File: config.mk
export PLATFORM = sky130hd
export DESIGN_NAME = dictionary_slice_compactor
export DESIGN_NICKNAME = d
export VERILOG_FILES = /design/src/hdl/dsc_pkg.sv /design/src/hdl/dsc_ram.sv /design/src/hdl/dsc_ctrl.sv /design/src/hdl/dsc_datapath.sv /design/src/hdl/dictionary_slice_compactor.sv
export SDC_FILE = /design/constraint.sdc
export NUM_CORES = 2
export LEC_CHECK = 0
export ABC_CLOCK_PERIOD_IN_PS = 10450
export CORE_ASPECT_RATIO = 0.8
export CORE_UTILIZATION = 55
export CTS_CLUSTER_DIAMETER = 100
export DETAILED_ROUTE_END_ITERATION = 7
export DONT_BUFFER_PORTS = 1
export MAX_ROUTING_LAYER = met4
export PLACE_DENSITY_LB_ADDON = 0.15
export RECOVER_POWER = 25
export SLEW_MARGIN = 10
export SYNTH_ARGS = -nofsm -noshare
export SYNTH_HDL_FRONTEND = slang
export SYNTH_HIERARCHICAL = 1
export SYNTH_SLANG_ARGS = --single-unit
File: constraint.sdc
create_clock -name clk -period 10.45 [get_ports clk]
set_clock_uncertainty 0.2 [all_clocks]
set_input_delay 2.09 -clock clk [delete_from_list [all_inputs] [get_ports clk]]
set_output_delay 2.09 -clock clk [all_outputs]
set_load 0.01 [all_outputs]
File: src/hdl/dsc_pkg.sv
// shared types, codes and default sizes for the dictionary slice compactor
package dsc_pkg;

  localparam int DICT_DEPTH_DEF = 16;
  localparam int POS_DEPTH_DEF  = 32;

  localparam int VALUE_W     = 64;
  localparam int INDEX_W     = 4;
  localparam int ACTION_W    = 2;
  localparam int KIND_W      = 2;
  localparam int OFFSET_W    = 5;
  localparam int COUNT_W     = 6;
  localparam int CFG_INDEX_W = 1;
  localparam int CFG_DATA_W  = 6;

  localparam logic [ACTION_W-1:0] ACT_LOAD_ENTRY = 2'd0;
  localparam logic [ACTION_W-1:0] ACT_LOAD_POS   = 2'd1;
  localparam logic [ACTION_W-1:0] ACT_FINISH     = 2'd2;

  localparam logic [KIND_W-1:0] KIND_ENTRY = 2'd0;
  localparam logic [KIND_W-1:0] KIND_POS   = 2'd1;
  localparam logic [KIND_W-1:0] KIND_END   = 2'd2;

  localparam logic [CFG_INDEX_W-1:0] CFG_SLICE_OFFSET = 1'b0;
  localparam logic [CFG_INDEX_W-1:0] CFG_SLICE_COUNT  = 1'b1;

  typedef struct packed {
    logic [ACTION_W-1:0] action;
    logic [VALUE_W-1:0]  entry_value;
    logic                entry_is_null;
    logic [INDEX_W-1:0]  position_index;
    logic                position_is_null;
  } in_item_t;

  typedef struct packed {
    logic [KIND_W-1:0]  kind;
    logic [VALUE_W-1:0] value;
    logic               value_is_null;
    logic [INDEX_W-1:0] new_index;
    logic               index_is_null;
    logic               overflow;
    logic               last;
  } out_item_t;

  typedef enum logic [2:0] {
    ST_IDLE,
    ST_MARK,
    ST_DICT,
    ST_POS,
    ST_END
  } state_t;

  typedef enum logic [2:0] {
    TAG_NONE,
    TAG_MARK,
    TAG_DICT,
    TAG_POS,
    TAG_END
  } tag_t;

  typedef struct packed {
    logic load_entry;
    logic load_pos;
    logic setup;
    logic mark;
    logic rewind;
    logic dict;
    logic pos;
    logic fin;
  } dp_cmd_t;

  typedef struct packed {
    logic pos_done;
    logic dict_done;
  } dp_stat_t;

endpackage

File: src/hdl/dsc_ram.sv
// generic simple dual-port ram with registered read
module dsc_ram #(
  parameter int WIDTH = 8,
  parameter int DEPTH = 16
) (
  input  logic                     clk,
  input  logic                     we,
  input  logic [$clog2(DEPTH)-1:0] waddr,
  input  logic [WIDTH-1:0]         wdata,
  input  logic [$clog2(DEPTH)-1:0] raddr,
  output logic [WIDTH-1:0]         rdata
);

  logic [WIDTH-1:0] mem [DEPTH];
  logic [WIDTH-1:0] rdata_r;

  always_ff @(posedge clk) begin
    if (we) begin
      mem[waddr] <= wdata;
    end
    rdata_r <= mem[raddr];
  end

  assign rdata = rdata_r;

endmodule

File: src/hdl/dsc_ctrl.sv
// sequencer for loads and the mark, dictionary and position walks of a finish
module dsc_ctrl
  import dsc_pkg::*;
(
  input  logic                clk,
  input  logic                rst_n,
  input  logic                start,
  input  logic [ACTION_W-1:0] action,
  input  dp_stat_t            stat,
  output dp_cmd_t             cmd,
  output logic                busy
);

  state_t state_r, state_nxt;

  always_ff @(posedge clk) begin
    if (!rst_n) begin
      state_r <= ST_IDLE;
    end else begin
      state_r <= state_nxt;
    end
  end

  always_comb begin
    state_nxt = state_r;
    cmd       = '0;
    busy      = (state_r != ST_IDLE);
    unique case (state_r)
      ST_IDLE: begin
        if (start) begin
          unique case (action)
            ACT_LOAD_ENTRY: cmd.load_entry = 1'b1;
            ACT_LOAD_POS:   cmd.load_pos   = 1'b1;
            ACT_FINISH: begin
              cmd.setup = 1'b1;
              state_nxt = ST_MARK;
            end
            default: ;
          endcase
        end
      end
      ST_MARK: begin
        if (stat.pos_done) begin
          cmd.rewind = 1'b1;
          state_nxt  = ST_DICT;
        end else begin
          cmd.mark = 1'b1;
        end
      end
      ST_DICT: begin
        if (stat.dict_done) begin
          state_nxt = ST_POS;
        end else begin
          cmd.dict = 1'b1;
        end
      end
      ST_POS: begin
        if (stat.pos_done) begin
          state_nxt = ST_END;
        end else begin
          cmd.pos = 1'b1;
        end
      end
      ST_END: begin
        cmd.fin   = 1'b1;
        state_nxt = ST_IDLE;
      end
      default: state_nxt = ST_IDLE;
    endcase
  end

endmodule

File: src/hdl/dsc_datapath.sv
// stores, counters, used marks, remap table and result register
module dsc_datapath
  import dsc_pkg::*;
#(
  parameter int DICT_DEPTH = DICT_DEPTH_DEF,
  parameter int POS_DEPTH  = POS_DEPTH_DEF
) (
  input  logic                   clk,
  input  logic                   rst_n,
  input  in_item_t               in_data,
  input  dp_cmd_t                cmd,
  output dp_stat_t               stat,
  input  logic                   cfg_we,
  input  logic [CFG_INDEX_W-1:0] cfg_index,
  input  logic [CFG_DATA_W-1:0]  cfg_data,
  output logic                   out_valid,
  output out_item_t              out_data
);

  localparam int DICT_AW = $clog2(DICT_DEPTH);
  localparam int DICT_CW = $clog2(DICT_DEPTH + 1);
  localparam int POS_AW  = $clog2(POS_DEPTH);
  localparam int POS_CW  = $clog2(POS_DEPTH + 1);
  localparam int USED_N  = (DICT_DEPTH < (2 ** INDEX_W)) ? DICT_DEPTH : (2 ** INDEX_W);
  localparam int USED_AW = $clog2(USED_N);
  localparam int USED_CW = $clog2(USED_N + 1);
  localparam int IXW     = (DICT_CW > INDEX_W) ? DICT_CW : INDEX_W;
  localparam int LW      = ((POS_CW > COUNT_W) ? POS_CW : COUNT_W) + 1;

  logic [DICT_CW-1:0]  dict_loaded_r, dict_loaded_nxt;
  logic [POS_CW-1:0]   pos_loaded_r, pos_loaded_nxt;
  logic                dropped_r, dropped_nxt;
  logic [OFFSET_W-1:0] offset_r;
  logic [COUNT_W-1:0]  count_r;
  logic [POS_CW-1:0]   start_r, start_nxt;
  logic [POS_CW-1:0]   end_r, end_nxt;
  logic [POS_CW-1:0]   ptr_r, ptr_nxt;
  logic [USED_CW-1:0]  di_r, di_nxt;
  logic [INDEX_W-1:0]  next_r, next_nxt;
  logic [USED_N-1:0]   used_r, used_nxt;
  logic [INDEX_W-1:0]  remap_r [USED_N];
  logic [INDEX_W-1:0]  remap_nxt [USED_N];
  tag_t                s1_tag_r, s1_tag_nxt;
  logic [USED_AW-1:0]  s1_idx_r, s1_idx_nxt;
  logic                out_valid_r, out_valid_nxt;
  out_item_t           out_r, out_nxt;

  logic                   dict_room, pos_room;
  logic [VALUE_W:0]       dict_rdata;
  logic [INDEX_W:0]       pos_rdata;
  logic [VALUE_W-1:0]     rd_val;
  logic                   rd_vnull;
  logic [INDEX_W-1:0]     rd_pidx;
  logic                   rd_pnull;
  logic                   pvalid;
  logic [USED_AW-1:0]     pslot;
  logic [IXW-1:0]         dict_lim;
  logic [LW-1:0]          offw, plw, cntw, room, len;

  assign dict_room = (dict_loaded_r < DICT_CW'(DICT_DEPTH));
  assign pos_room  = (pos_loaded_r < POS_CW'(POS_DEPTH));

  dsc_ram #(.WIDTH(VALUE_W + 1), .DEPTH(DICT_DEPTH)) u_dict_ram (
    .clk   (clk),
    .we    (cmd.load_entry && dict_room),
    .waddr (DICT_AW'(dict_loaded_r)),
    .wdata ({in_data.entry_value, in_data.entry_is_null}),
    .raddr (DICT_AW'(di_r)),
    .rdata (dict_rdata)
  );

  dsc_ram #(.WIDTH(INDEX_W + 1), .DEPTH(POS_DEPTH)) u_pos_ram (
    .clk   (clk),
    .we    (cmd.load_pos && pos_room),
    .waddr (POS_AW'(pos_loaded_r)),
    .wdata ({in_data.position_index, in_data.position_is_null}),
    .raddr (POS_AW'(ptr_r)),
    .rdata (pos_rdata)
  );

  assign {rd_val, rd_vnull}  = dict_rdata;
  assign {rd_pidx, rd_pnull} = pos_rdata;
  assign pvalid = !rd_pnull && (IXW'(rd_pidx) < IXW'(dict_loaded_r));
  assign pslot  = USED_AW'(rd_pidx);

  // only the first entries can be referenced by a 4-bit position index
  assign dict_lim = (IXW'(dict_loaded_r) < IXW'(USED_N)) ? IXW'(dict_loaded_r) : IXW'(USED_N);

  assign stat.pos_done  = (ptr_r == end_r);
  assign stat.dict_done = (IXW'(di_r) == dict_lim);

  // slice bounds clipped to the loaded positions
  assign offw = LW'(offset_r);
  assign plw  = LW'(pos_loaded_r);
  assign cntw = LW'(count_r);
  assign room = plw - offw;
  assign len  = (offw >= plw) ? '0 : ((cntw < room) ? cntw : room);

  always_ff @(posedge clk) begin
    if (!rst_n) begin
      offset_r <= '0;
      count_r  <= '0;
    end else if (cfg_we) begin
      unique case (cfg_index)
        CFG_SLICE_OFFSET: offset_r <= cfg_data[OFFSET_W-1:0];
        CFG_SLICE_COUNT:  count_r  <= cfg_data[COUNT_W-1:0];
        default: ;
      endcase
    end
  end

  always_comb begin
    dict_loaded_nxt = dict_loaded_r;
    pos_loaded_nxt  = pos_loaded_r;
    dropped_nxt     = dropped_r;
    start_nxt       = start_r;
    end_nxt         = end_r;
    ptr_nxt         = ptr_r;
    di_nxt          = di_r;
    next_nxt        = next_r;
    used_nxt        = used_r;
    remap_nxt       = remap_r;
    s1_tag_nxt      = TAG_NONE;
    s1_idx_nxt      = s1_idx_r;
    out_valid_nxt   = 1'b0;
    out_nxt         = out_r;

    if (cmd.load_entry) begin
      if (dict_room) begin
        dict_loaded_nxt = dict_loaded_r + 1'b1;
      end else begin
        dropped_nxt = 1'b1;
      end
    end
    if (cmd.load_pos) begin
      if (pos_room) begin
        pos_loaded_nxt = pos_loaded_r + 1'b1;
      end else begin
        dropped_nxt = 1'b1;
      end
    end

    if (cmd.setup) begin
      if (offw >= plw) begin
        start_nxt = '0;
        end_nxt   = '0;
        ptr_nxt   = '0;
      end else begin
        start_nxt = POS_CW'(offw);
        end_nxt   = POS_CW'(offw + len);
        ptr_nxt   = POS_CW'(offw);
      end
      used_nxt = '0;
      di_nxt   = '0;
      next_nxt = '0;
    end

    // read issue
    if (cmd.mark) begin
      ptr_nxt    = ptr_r + 1'b1;
      s1_tag_nxt = TAG_MARK;
    end else if (cmd.rewind) begin
      ptr_nxt = start_r;
    end else if (cmd.dict) begin
      di_nxt     = di_r + 1'b1;
      s1_idx_nxt = USED_AW'(di_r);
      s1_tag_nxt = TAG_DICT;
    end else if (cmd.pos) begin
      ptr_nxt    = ptr_r + 1'b1;
      s1_tag_nxt = TAG_POS;
    end else if (cmd.fin) begin
      s1_tag_nxt = TAG_END;
    end

    // read data return
    case (s1_tag_r)
      TAG_MARK: begin
        if (pvalid) begin
          used_nxt[pslot] = 1'b1;
        end
      end
      TAG_DICT: begin
        if (used_r[s1_idx_r]) begin
          remap_nxt[s1_idx_r] = next_r;
          next_nxt            = next_r + 1'b1;
          out_valid_nxt       = 1'b1;
          out_nxt             = '0;
          out_nxt.kind        = KIND_ENTRY;
          out_nxt.value       = rd_vnull ? '0 : rd_val;
          out_nxt.value_is_null = rd_vnull;
        end
      end
      TAG_POS: begin
        out_valid_nxt         = 1'b1;
        out_nxt               = '0;
        out_nxt.kind          = KIND_POS;
        out_nxt.new_index     = pvalid ? remap_r[pslot] : '0;
        out_nxt.index_is_null = !pvalid;
      end
      TAG_END: begin
        out_valid_nxt    = 1'b1;
        out_nxt          = '0;
        out_nxt.kind     = KIND_END;
        out_nxt.overflow = dropped_r;
        out_nxt.last     = 1'b1;
      end
      default: ;
    endcase
  end

  always_ff @(posedge clk) begin
    if (!rst_n) begin
      dict_loaded_r <= '0;
      pos_loaded_r  <= '0;
      dropped_r     <= 1'b0;
      start_r       <= '0;
      end_r         <= '0;
      ptr_r         <= '0;
      di_r          <= '0;
      next_r        <= '0;
      used_r        <= '0;
      s1_tag_r      <= TAG_NONE;
      out_valid_r   <= 1'b0;
    end else begin
      dict_loaded_r <= dict_loaded_nxt;
      pos_loaded_r  <= pos_loaded_nxt;
      dropped_r     <= dropped_nxt;
      start_r       <= start_nxt;
      end_r         <= end_nxt;
      ptr_r         <= ptr_nxt;
      di_r          <= di_nxt;
      next_r        <= next_nxt;
      used_r        <= used_nxt;
      s1_tag_r      <= s1_tag_nxt;
      out_valid_r   <= out_valid_nxt;
    end
  end

  always_ff @(posedge clk) begin
    remap_r  <= remap_nxt;
    s1_idx_r <= s1_idx_nxt;
    out_r    <= out_nxt;
  end

  assign out_valid = out_valid_r;
  assign out_data  = out_r;

  a_ptr_in_slice: assert property (@(posedge clk) disable iff (!rst_n)
    (start_r <= end_r) && (ptr_r <= end_r))
    else $error("slice pointer left its bounds");

  a_dict_count: assert property (@(posedge clk) disable iff (!rst_n)
    dict_loaded_r <= DICT_CW'(DICT_DEPTH))
    else $error("dictionary count beyond capacity");

  a_end_alone: assert property (@(posedge clk) disable iff (!rst_n)
    (out_valid_r && (out_r.kind == KIND_END)) |=> !out_valid_r)
    else $error("result right after end marker");

endmodule

File: src/hdl/dictionary_slice_compactor.sv
// top level of the dictionary slice compactor: controller, datapath and ports
// loads (entry or position) are taken one per cycle while not busy, no result
// a finish makes one pass over the clipped slice to mark, one over the first
// min(entries loaded, 16) dictionary entries, and one more over the slice,
// each through the registered-read stores
// results leave at most one per cycle on out_valid, the receiver cannot stall them
// synchronous active-low reset clears counts, drop flag, slice registers, state
module dictionary_slice_compactor
  import dsc_pkg::*;
#(
  parameter int DICT_DEPTH = DICT_DEPTH_DEF,
  parameter int POS_DEPTH  = POS_DEPTH_DEF
) (
  input  logic                   clk,
  input  logic                   rst_n,
  // input command channel
  input  logic                   start,
  output logic                   busy,
  input  in_item_t               in_data,
  // result channel, one cycle strobe per transfer
  output logic                   out_valid,
  output out_item_t              out_data,
  // configuration write channel
  input  logic                   cfg_valid,
  output logic                   cfg_ready,
  input  logic [CFG_INDEX_W-1:0] cfg_index,
  input  logic [CFG_DATA_W-1:0]  cfg_data
);

  dp_cmd_t  cmd;
  dp_stat_t stat;

  // slice registers accept a transfer in any cycle
  assign cfg_ready = 1'b1;

  // sequencer: decodes the command and steps through the three walks
  dsc_ctrl u_ctrl (
    .clk    (clk),
    .rst_n  (rst_n),
    .start  (start),
    .action (in_data.action),
    .stat   (stat),
    .cmd    (cmd),
    .busy   (busy)
  );

  // stores, walk counters, marks, remap and the result register
  dsc_datapath #(
    .DICT_DEPTH (DICT_DEPTH),
    .POS_DEPTH  (POS_DEPTH)
  ) u_datapath (
    .clk       (clk),
    .rst_n     (rst_n),
    .in_data   (in_data),
    .cmd       (cmd),
    .stat      (stat),
    .cfg_we    (cfg_valid && cfg_ready),
    .cfg_index (cfg_index),
    .cfg_data  (cfg_data),
    .out_valid (out_valid),
    .out_data  (out_data)
  );

endmodule

Yosys cells after proc, flatten, opt, wreduce, memory -nomap -nowiden
Memories as Yosys holds them, arrays and structs flattened. A register that Yosys moved wholly into a read port is not among the register bits.
Cells that the tools add are included.
- output and inout bits: 77
- register bits after elaboration: 215
- word-level logic and storage cells: 174
- latch bits: 0
- memories kept: 2
- memory bits (writable): 1200
- memory bits (read-only): 0
- input bits: 83
- shift operators: 0
- magnitude comparators: 11
- equal/unequal tests: 18
- reductions and logical operators: 22
- muxes and demuxes: 67
- bitwise operators: 7
- add/subtract/negate cells: 7
- div/mod/pow operators: 0
- multipliers: 0
- memory list (name ; depth ; width ; read ports ; clocked after memory_dff ; wr ports ; RTL line ; RTL):
    u_datapath.u_dict_ram.mem ; 16 ; 65 ; 1 ; 1 ; 1 ; dsc_ram.sv:14 ; logic [WIDTH-1:0] mem [DEPTH];
    u_datapath.u_pos_ram.mem ; 32 ; 5 ; 1 ; 1 ; 1 ; dsc_ram.sv:14 ;
- operator list (kind ; number):
    one-hot mux 74 bit (3 select lines) ; 1
    two-way mux 74 bit ; 1
    bitwise mux 64 bit ; 1
    two-way mux 64 bit ; 1
    two-way mux 16 bit ; 3
    two-way mux 6 bit ; 8
    two-way mux 5 bit ; 6
    two-way mux 4 bit ; 7
    two-way mux 3 bit ; 8
    two-way mux 1 bit ; 22
    binary-select mux 4 bit (select 4 bit) ; 1
    demux 4 bit (select 4 bit) ; 1
    OR 16 bit ; 1
    adder 6 x 1 -> 6 bit (second input constant) ; 2
    equality test 3 x 2 -> 1 bit (second input constant) ; 4
    one-hot mux 3 bit (4 select lines) ; 1
    AND reduction 2 bit ; 6
    adder 5 x 1 -> 5 bit (second input constant) ; 2
    greater-or-equal comparator 5 bit (second input constant) ; 2
    less-than comparator 4 x 5 -> 1 bit (second input constant) ; 2
    != test 2 bit (second input constant) ; 5
    inverter 4 -> 5 bit ; 2
    less-than comparator 6 x 7 -> 1 bit ; 1
    subtractor 6 x 5 -> 7 bit ; 1
    30 further kinds ; 43

Depth between registers and ports, before layout
- depth in word-level cells: 9
- gate-level depth with buffers: 20
- depth with buffers taken out: 20

Cells and area by module
Netlist, hierarchy kept.
- by module, submodules not included (module ; cells an instance ; area each (µm²) ; seq. area each (µm²) ; instances):
    dsc_ram at u_datapath.u_dict_ram ; 1673 ; 40243.6 ; 32531.2 ; 1
    dsc_datapath ; 709 ; 9170.0 ; 5615.4 ; 1
    dsc_ram at u_datapath.u_pos_ram ; 277 ; 6344.8 ; 4904.7 ; 1
    dsc_ctrl ; 30 ; 282.8 ; 60.1 ; 1
    dictionary_slice_compactor ; 2 ; 11.3 ; 0.0 ; 1

Worst setup path after synthesis
OpenSTA, ideal clock, no wires.
- kind: input to register
- start: in in_data[71] (netlist bit)
- end: mem u_datapath/u_dict_ram/mem[0][0] (netlist bit) (enable)
- stages on the path: 5
- path buffers: 1
- data arrival time: 7.670 ns
- data required time: 9.682 ns
- path slack: 2.012 ns
- path through: nor4b_2 -> nor2b_1 -> clkbuf_1 -> or3b_1 -> nor3_1
- longest elaborated chain between the ends: 7
- RTL lines (element ; RTL line ; RTL):
    start, declared ; dictionary_slice_compactor.sv:19 ; input in_item_t in_data,
    logical NOT 2 bit ; dsc_ctrl.sv:31 ; unique case (action)
    two-way mux 1 bit ; dsc_ctrl.sv:31 ;
    two-way mux 3 bit ; dsc_ctrl.sv:30 ; if (start) begin
    two-way mux 3 bit ; dsc_ctrl.sv:28 ; unique case (state_r)
    logical AND 1 bit ; dsc_datapath.sv:65 ; .we (cmd.load_entry && dict_room),
    two-way mux 1 bit ; dsc_ram.sv:18 ; if (we) begin
    two-way mux 1 bit (not written as such) ; dsc_ram.sv:19 ; mem[waddr] <= wdata;
    end, declared ; dsc_ram.sv:14 ;
No other way between the ends.

==> flow_summary.yaml <==
status:
  status: "complete, but fails checks"
  violations: "capacitance limit, slew limit"
clock_tree:
  ctsHoldBuffers: 0
  root_buffer: "clkbuf_16"
  cts_resized: 0
  clk_pin_slew_ns: 0.06
  cts_buffers: 140
  htree_levels: 4
  cts_buffer_depth: 3
  clock_latency_ns: 0.74
  tritoncts: "done"
  cts.sinks: 1483
  cts_setup_buffers: 0
placed_design:
  dp_slack_ns: 4.48
  gp_congestion: 0.804
  hpwl_um: 63100
  io_buffers: 0
logic_synthesis:
  ys_seq_elements: 1483
  yosys.area_share.simple_pct: 3.69
  ys.flop_type: "edfxtp_1"
  ys_types: 66
  yosys.area.top_type: "edfxtp_1"
  synth_edf_count: 1341
  yosysSeqAreaShare_pct: 76.9
  synthesis.nets: 2799
  mappedNetlistArea_mm2: 0.0561
  yosys.area_share.adder_pct: 0.585
  synth_top_family_by_area: "multiplexers"
  muxShareOfSynthArea_pct: 13.8
  synth.top_cell.area_share_pct: 71.8
  synth_area_per_cell_um2: 20.8
  synthCells: 2691
  synth_area_leaders: "edfxtp_1 72%, mux4_2 13%, dfxtp_1 5.1%"
  synth_compound_area_share_pct: 3.06
  synth_xor_area_share_pct: 0.469
  synth_warnings: 6
  ys_async_sr_fraction_pct: 0
layout:
  syn2layout_area_growth_pct: 10.3
  multi_input_area_mm2: 0.0123
  utilization_pct: 61.3
  fin_nets: 2838
  nFillCells: 6867
  regArea_mm2: 0.0431
  n_antenna_cell: 0
  drive_gt1_share_pct: 21.3
critical_path:
  worstPathMaxFanout: 49
  crit_start: "u_datapath/di_r[0]$_SDFF_PN0_"
  path_cells: "buf_4 > buf_4 > mux4_2 > a22oi_1 > nand2_1"
  critical-path-max-stage-delay_ns: 2.32
  start_kind: "register"
  reg2reg_slack_ns: 4.81
  reg2regPathDepth: 5
  cp-end-kind: "register"
  crit_cells: 5
  slowest_stage: "dfxtp_1"
  cpMostUsedCell: "buf_4"
  worst_r2r_endpoint: "u_datapath/u_dict_ram/rdata[8]$_DFF_P_"
  critPathArrivalTime_ns: 6.05
  cp_top_family: "flip-flops"
  critPathKind: "register to register"
  crit_required_ns: 10.85
  critPathCapture: "u_datapath/u_dict_ram/rdata[8]$_DFF_P_"
  crit_buf_inv: 2
  regToRegStartpoint: "u_datapath/di_r[0]$_SDFF_PN0_"
hold_path:
  hp-class: "register to register"
  min_from: "u_datapath/used_r[5]$_SDFF_PN0_"
power:
  pwr-share-clk_pct: 42.3
  power.density_mw_per_mm2: 187
  power.switching_w: 0.00220
  p_comb_share_pct: 1.5
  p_seq_share_pct: 56.2
  switching_share_pct: 19.0
  leakagePower_nw: 19.0
  power.total_w: 0.0116
  p_int_w: 0.00937
  ir_drop_mv: 0.176
global_route:
  grt_pass1_vias: 27174
  grt_use_total_pct: 23.6
  grt_max_degree: 168
  use_met2_pct: 35.3
  met3_usage_pct: 5.35
  grtUsageMet1_pct: 33.2
  globalRoute.busiestLayer: "met2"
  grt_pass1_wl_um: 174000
  antenna_found_initial: 1
  gr-total-overflow: 0
timing:
  period_share_pct: 54.0
  setup_tns_ns: 0
  max_freq_mhz: 177
  slew_violations: 77
  hold_violations: 0
  relSlewSlack_pct: -97.0
  layout_min_cycle_time_ns: 5.64
  setup_viol: 0
  worstMarginPinSlew_ns: 2.95
  rsz0062_at_grt: "no"
  finalWorstSetupSlack_ns: 4.81
drt:
  drt_pre_antenna_iters: 6
  wl_per_cell_um: 27.8
  drtIter0Drc: 2334
  antenna_left: 0
  wl_um: 116000
  drc: 0
  routed_via_density: 6.27
  vias: 26178
floorplanning:
  initial_utilization_pct: 55.6
  num_rows: 104
  core_mm2: 0.101
  io_pins: 160
  die_h_um: 288
  dieArea_mm2: 0.103
  chipWidth_um: 359
run:
  maxCapViolCount: 2
## worst min path at each step
stage | end | cells past startpoint | slack (ns)
6_report | u_datapath/used_r[5]$_SDFF_PN0_ | 2 | 0.25
5_1_grt | u_datapath/used_r[12]$_SDFF_PN0_ | 2 | 0.29
4_1_cts | u_datapath/used_r[5]$_SDFF_PN0_ | 2 | 0.26
3_5_place_dp | u_datapath/used_r[5]$_SDFF_PN0_ | 2 | 0.24
3_3_place_gp | u_datapath/used_r[4]$_SDFF_PN0_ | 2 | 0.23
2_1_floorplan | u_datapath/used_r[13]$_SDFF_PN0_ | 2 | 0.22
## placed cells by master (no fill, tap or decap), types with 25 or more instances in the layout
cell type / instances
edfxtp_1: 1341
buf_4: 32
nor2b_1: 25
clkbuf_16: 144
and2_1: 81
mux4_2: 331
nand2_1: 122
clkbuf_1: 38
a22oi_1: 131
nor2_1: 67
dfxtp_1: 140
## synth_stat cells, types with 18 or more instances
cell type and instances:
edfxtp_1 1341, mux4_2 331, dfxtp_1 142, a22oi_1 131
nand2_1 122, and2_1 83, nor2_1 81, clkbuf_1 73
buf_2 29, nor2b_1 27, o21ai_0 24, ha_1 23
nand3_1 22, inv_1 21, xnor2_1 19, buf_6 18
## metal layers
layer  part of all wire, %  vias to the layer above
met2                    47                      955
met1                    43                    13974
met5                     0                        -
met3                   7.7                      163
met4                   1.7                        0
li1                      -                    11086
## layout make-up
class	instances	share of cell area (%)
clock inverters	59	0.748
repair buffers	34	0.453
multi-input cells	1049	19.8
clock buffers	200	6.46
flip-flops and latches	1483	69.7
well taps	1325	2.68
inverters	22	0.134
## per-stage QoR
step	hold WS (ns)	cell area, um^2	cells
floorplan	0.217	56100	2691
global placement	0.229	57400	3913
detailed placement	0.242	57400	3913
CTS	0.255	61900	4172
global route	0.295	61900	4172
finish	0.254	61900	4172
## power groups by stage
| stage | logic, W | registers (W) | clock network [W] |
|---|---|---|---|
| global placement | 0.000166 | 0.00663 | 0 |
| floorplan | 0.000137 | 0.00662 | 0 |
| finish | 0.000169 | 0.00651 | 0.00490 |
| global route | 0.000184 | 0.00651 | 0.00523 |
| CTS | 0.000170 | 0.00651 | 0.00501 |
| detailed placement | 0.000169 | 0.00663 | 0 |
## sequential cells by signal (all words and copies together) (netlist names), 6 cells and up
name	count
u_datapath/count_r	6
u_datapath/end_r	6
u_datapath/out_data	73
u_datapath/pos_loaded_r	6
u_datapath/ptr_r	6
u_datapath/remap_r	64
u_datapath/u_dict_ram/mem	1040
u_datapath/u_dict_ram/rdata	65
u_datapath/u_pos_ram/mem	160
u_datapath/used_r	16
## cells by family (layout without fill, tap and decap cells)
group	count (synthesis)	after routing
flops	1483	1483
xor+xnor	30	30
fa+ha+maj	25	25
simple gates	407	407
buf+inv	159	315
compound gates	232	232
other cells	1	1
mux	354	354
## worst register-to-register path: stages, from the launching register on
cell     delay [ns]
dfxtp_1        2.32
buf_4          1.08
buf_4          0.81
mux4_2         0.66
a22oi_1        0.36
nand2_1        0.09
No activity file was read; power rests on OpenSTA's default activity.
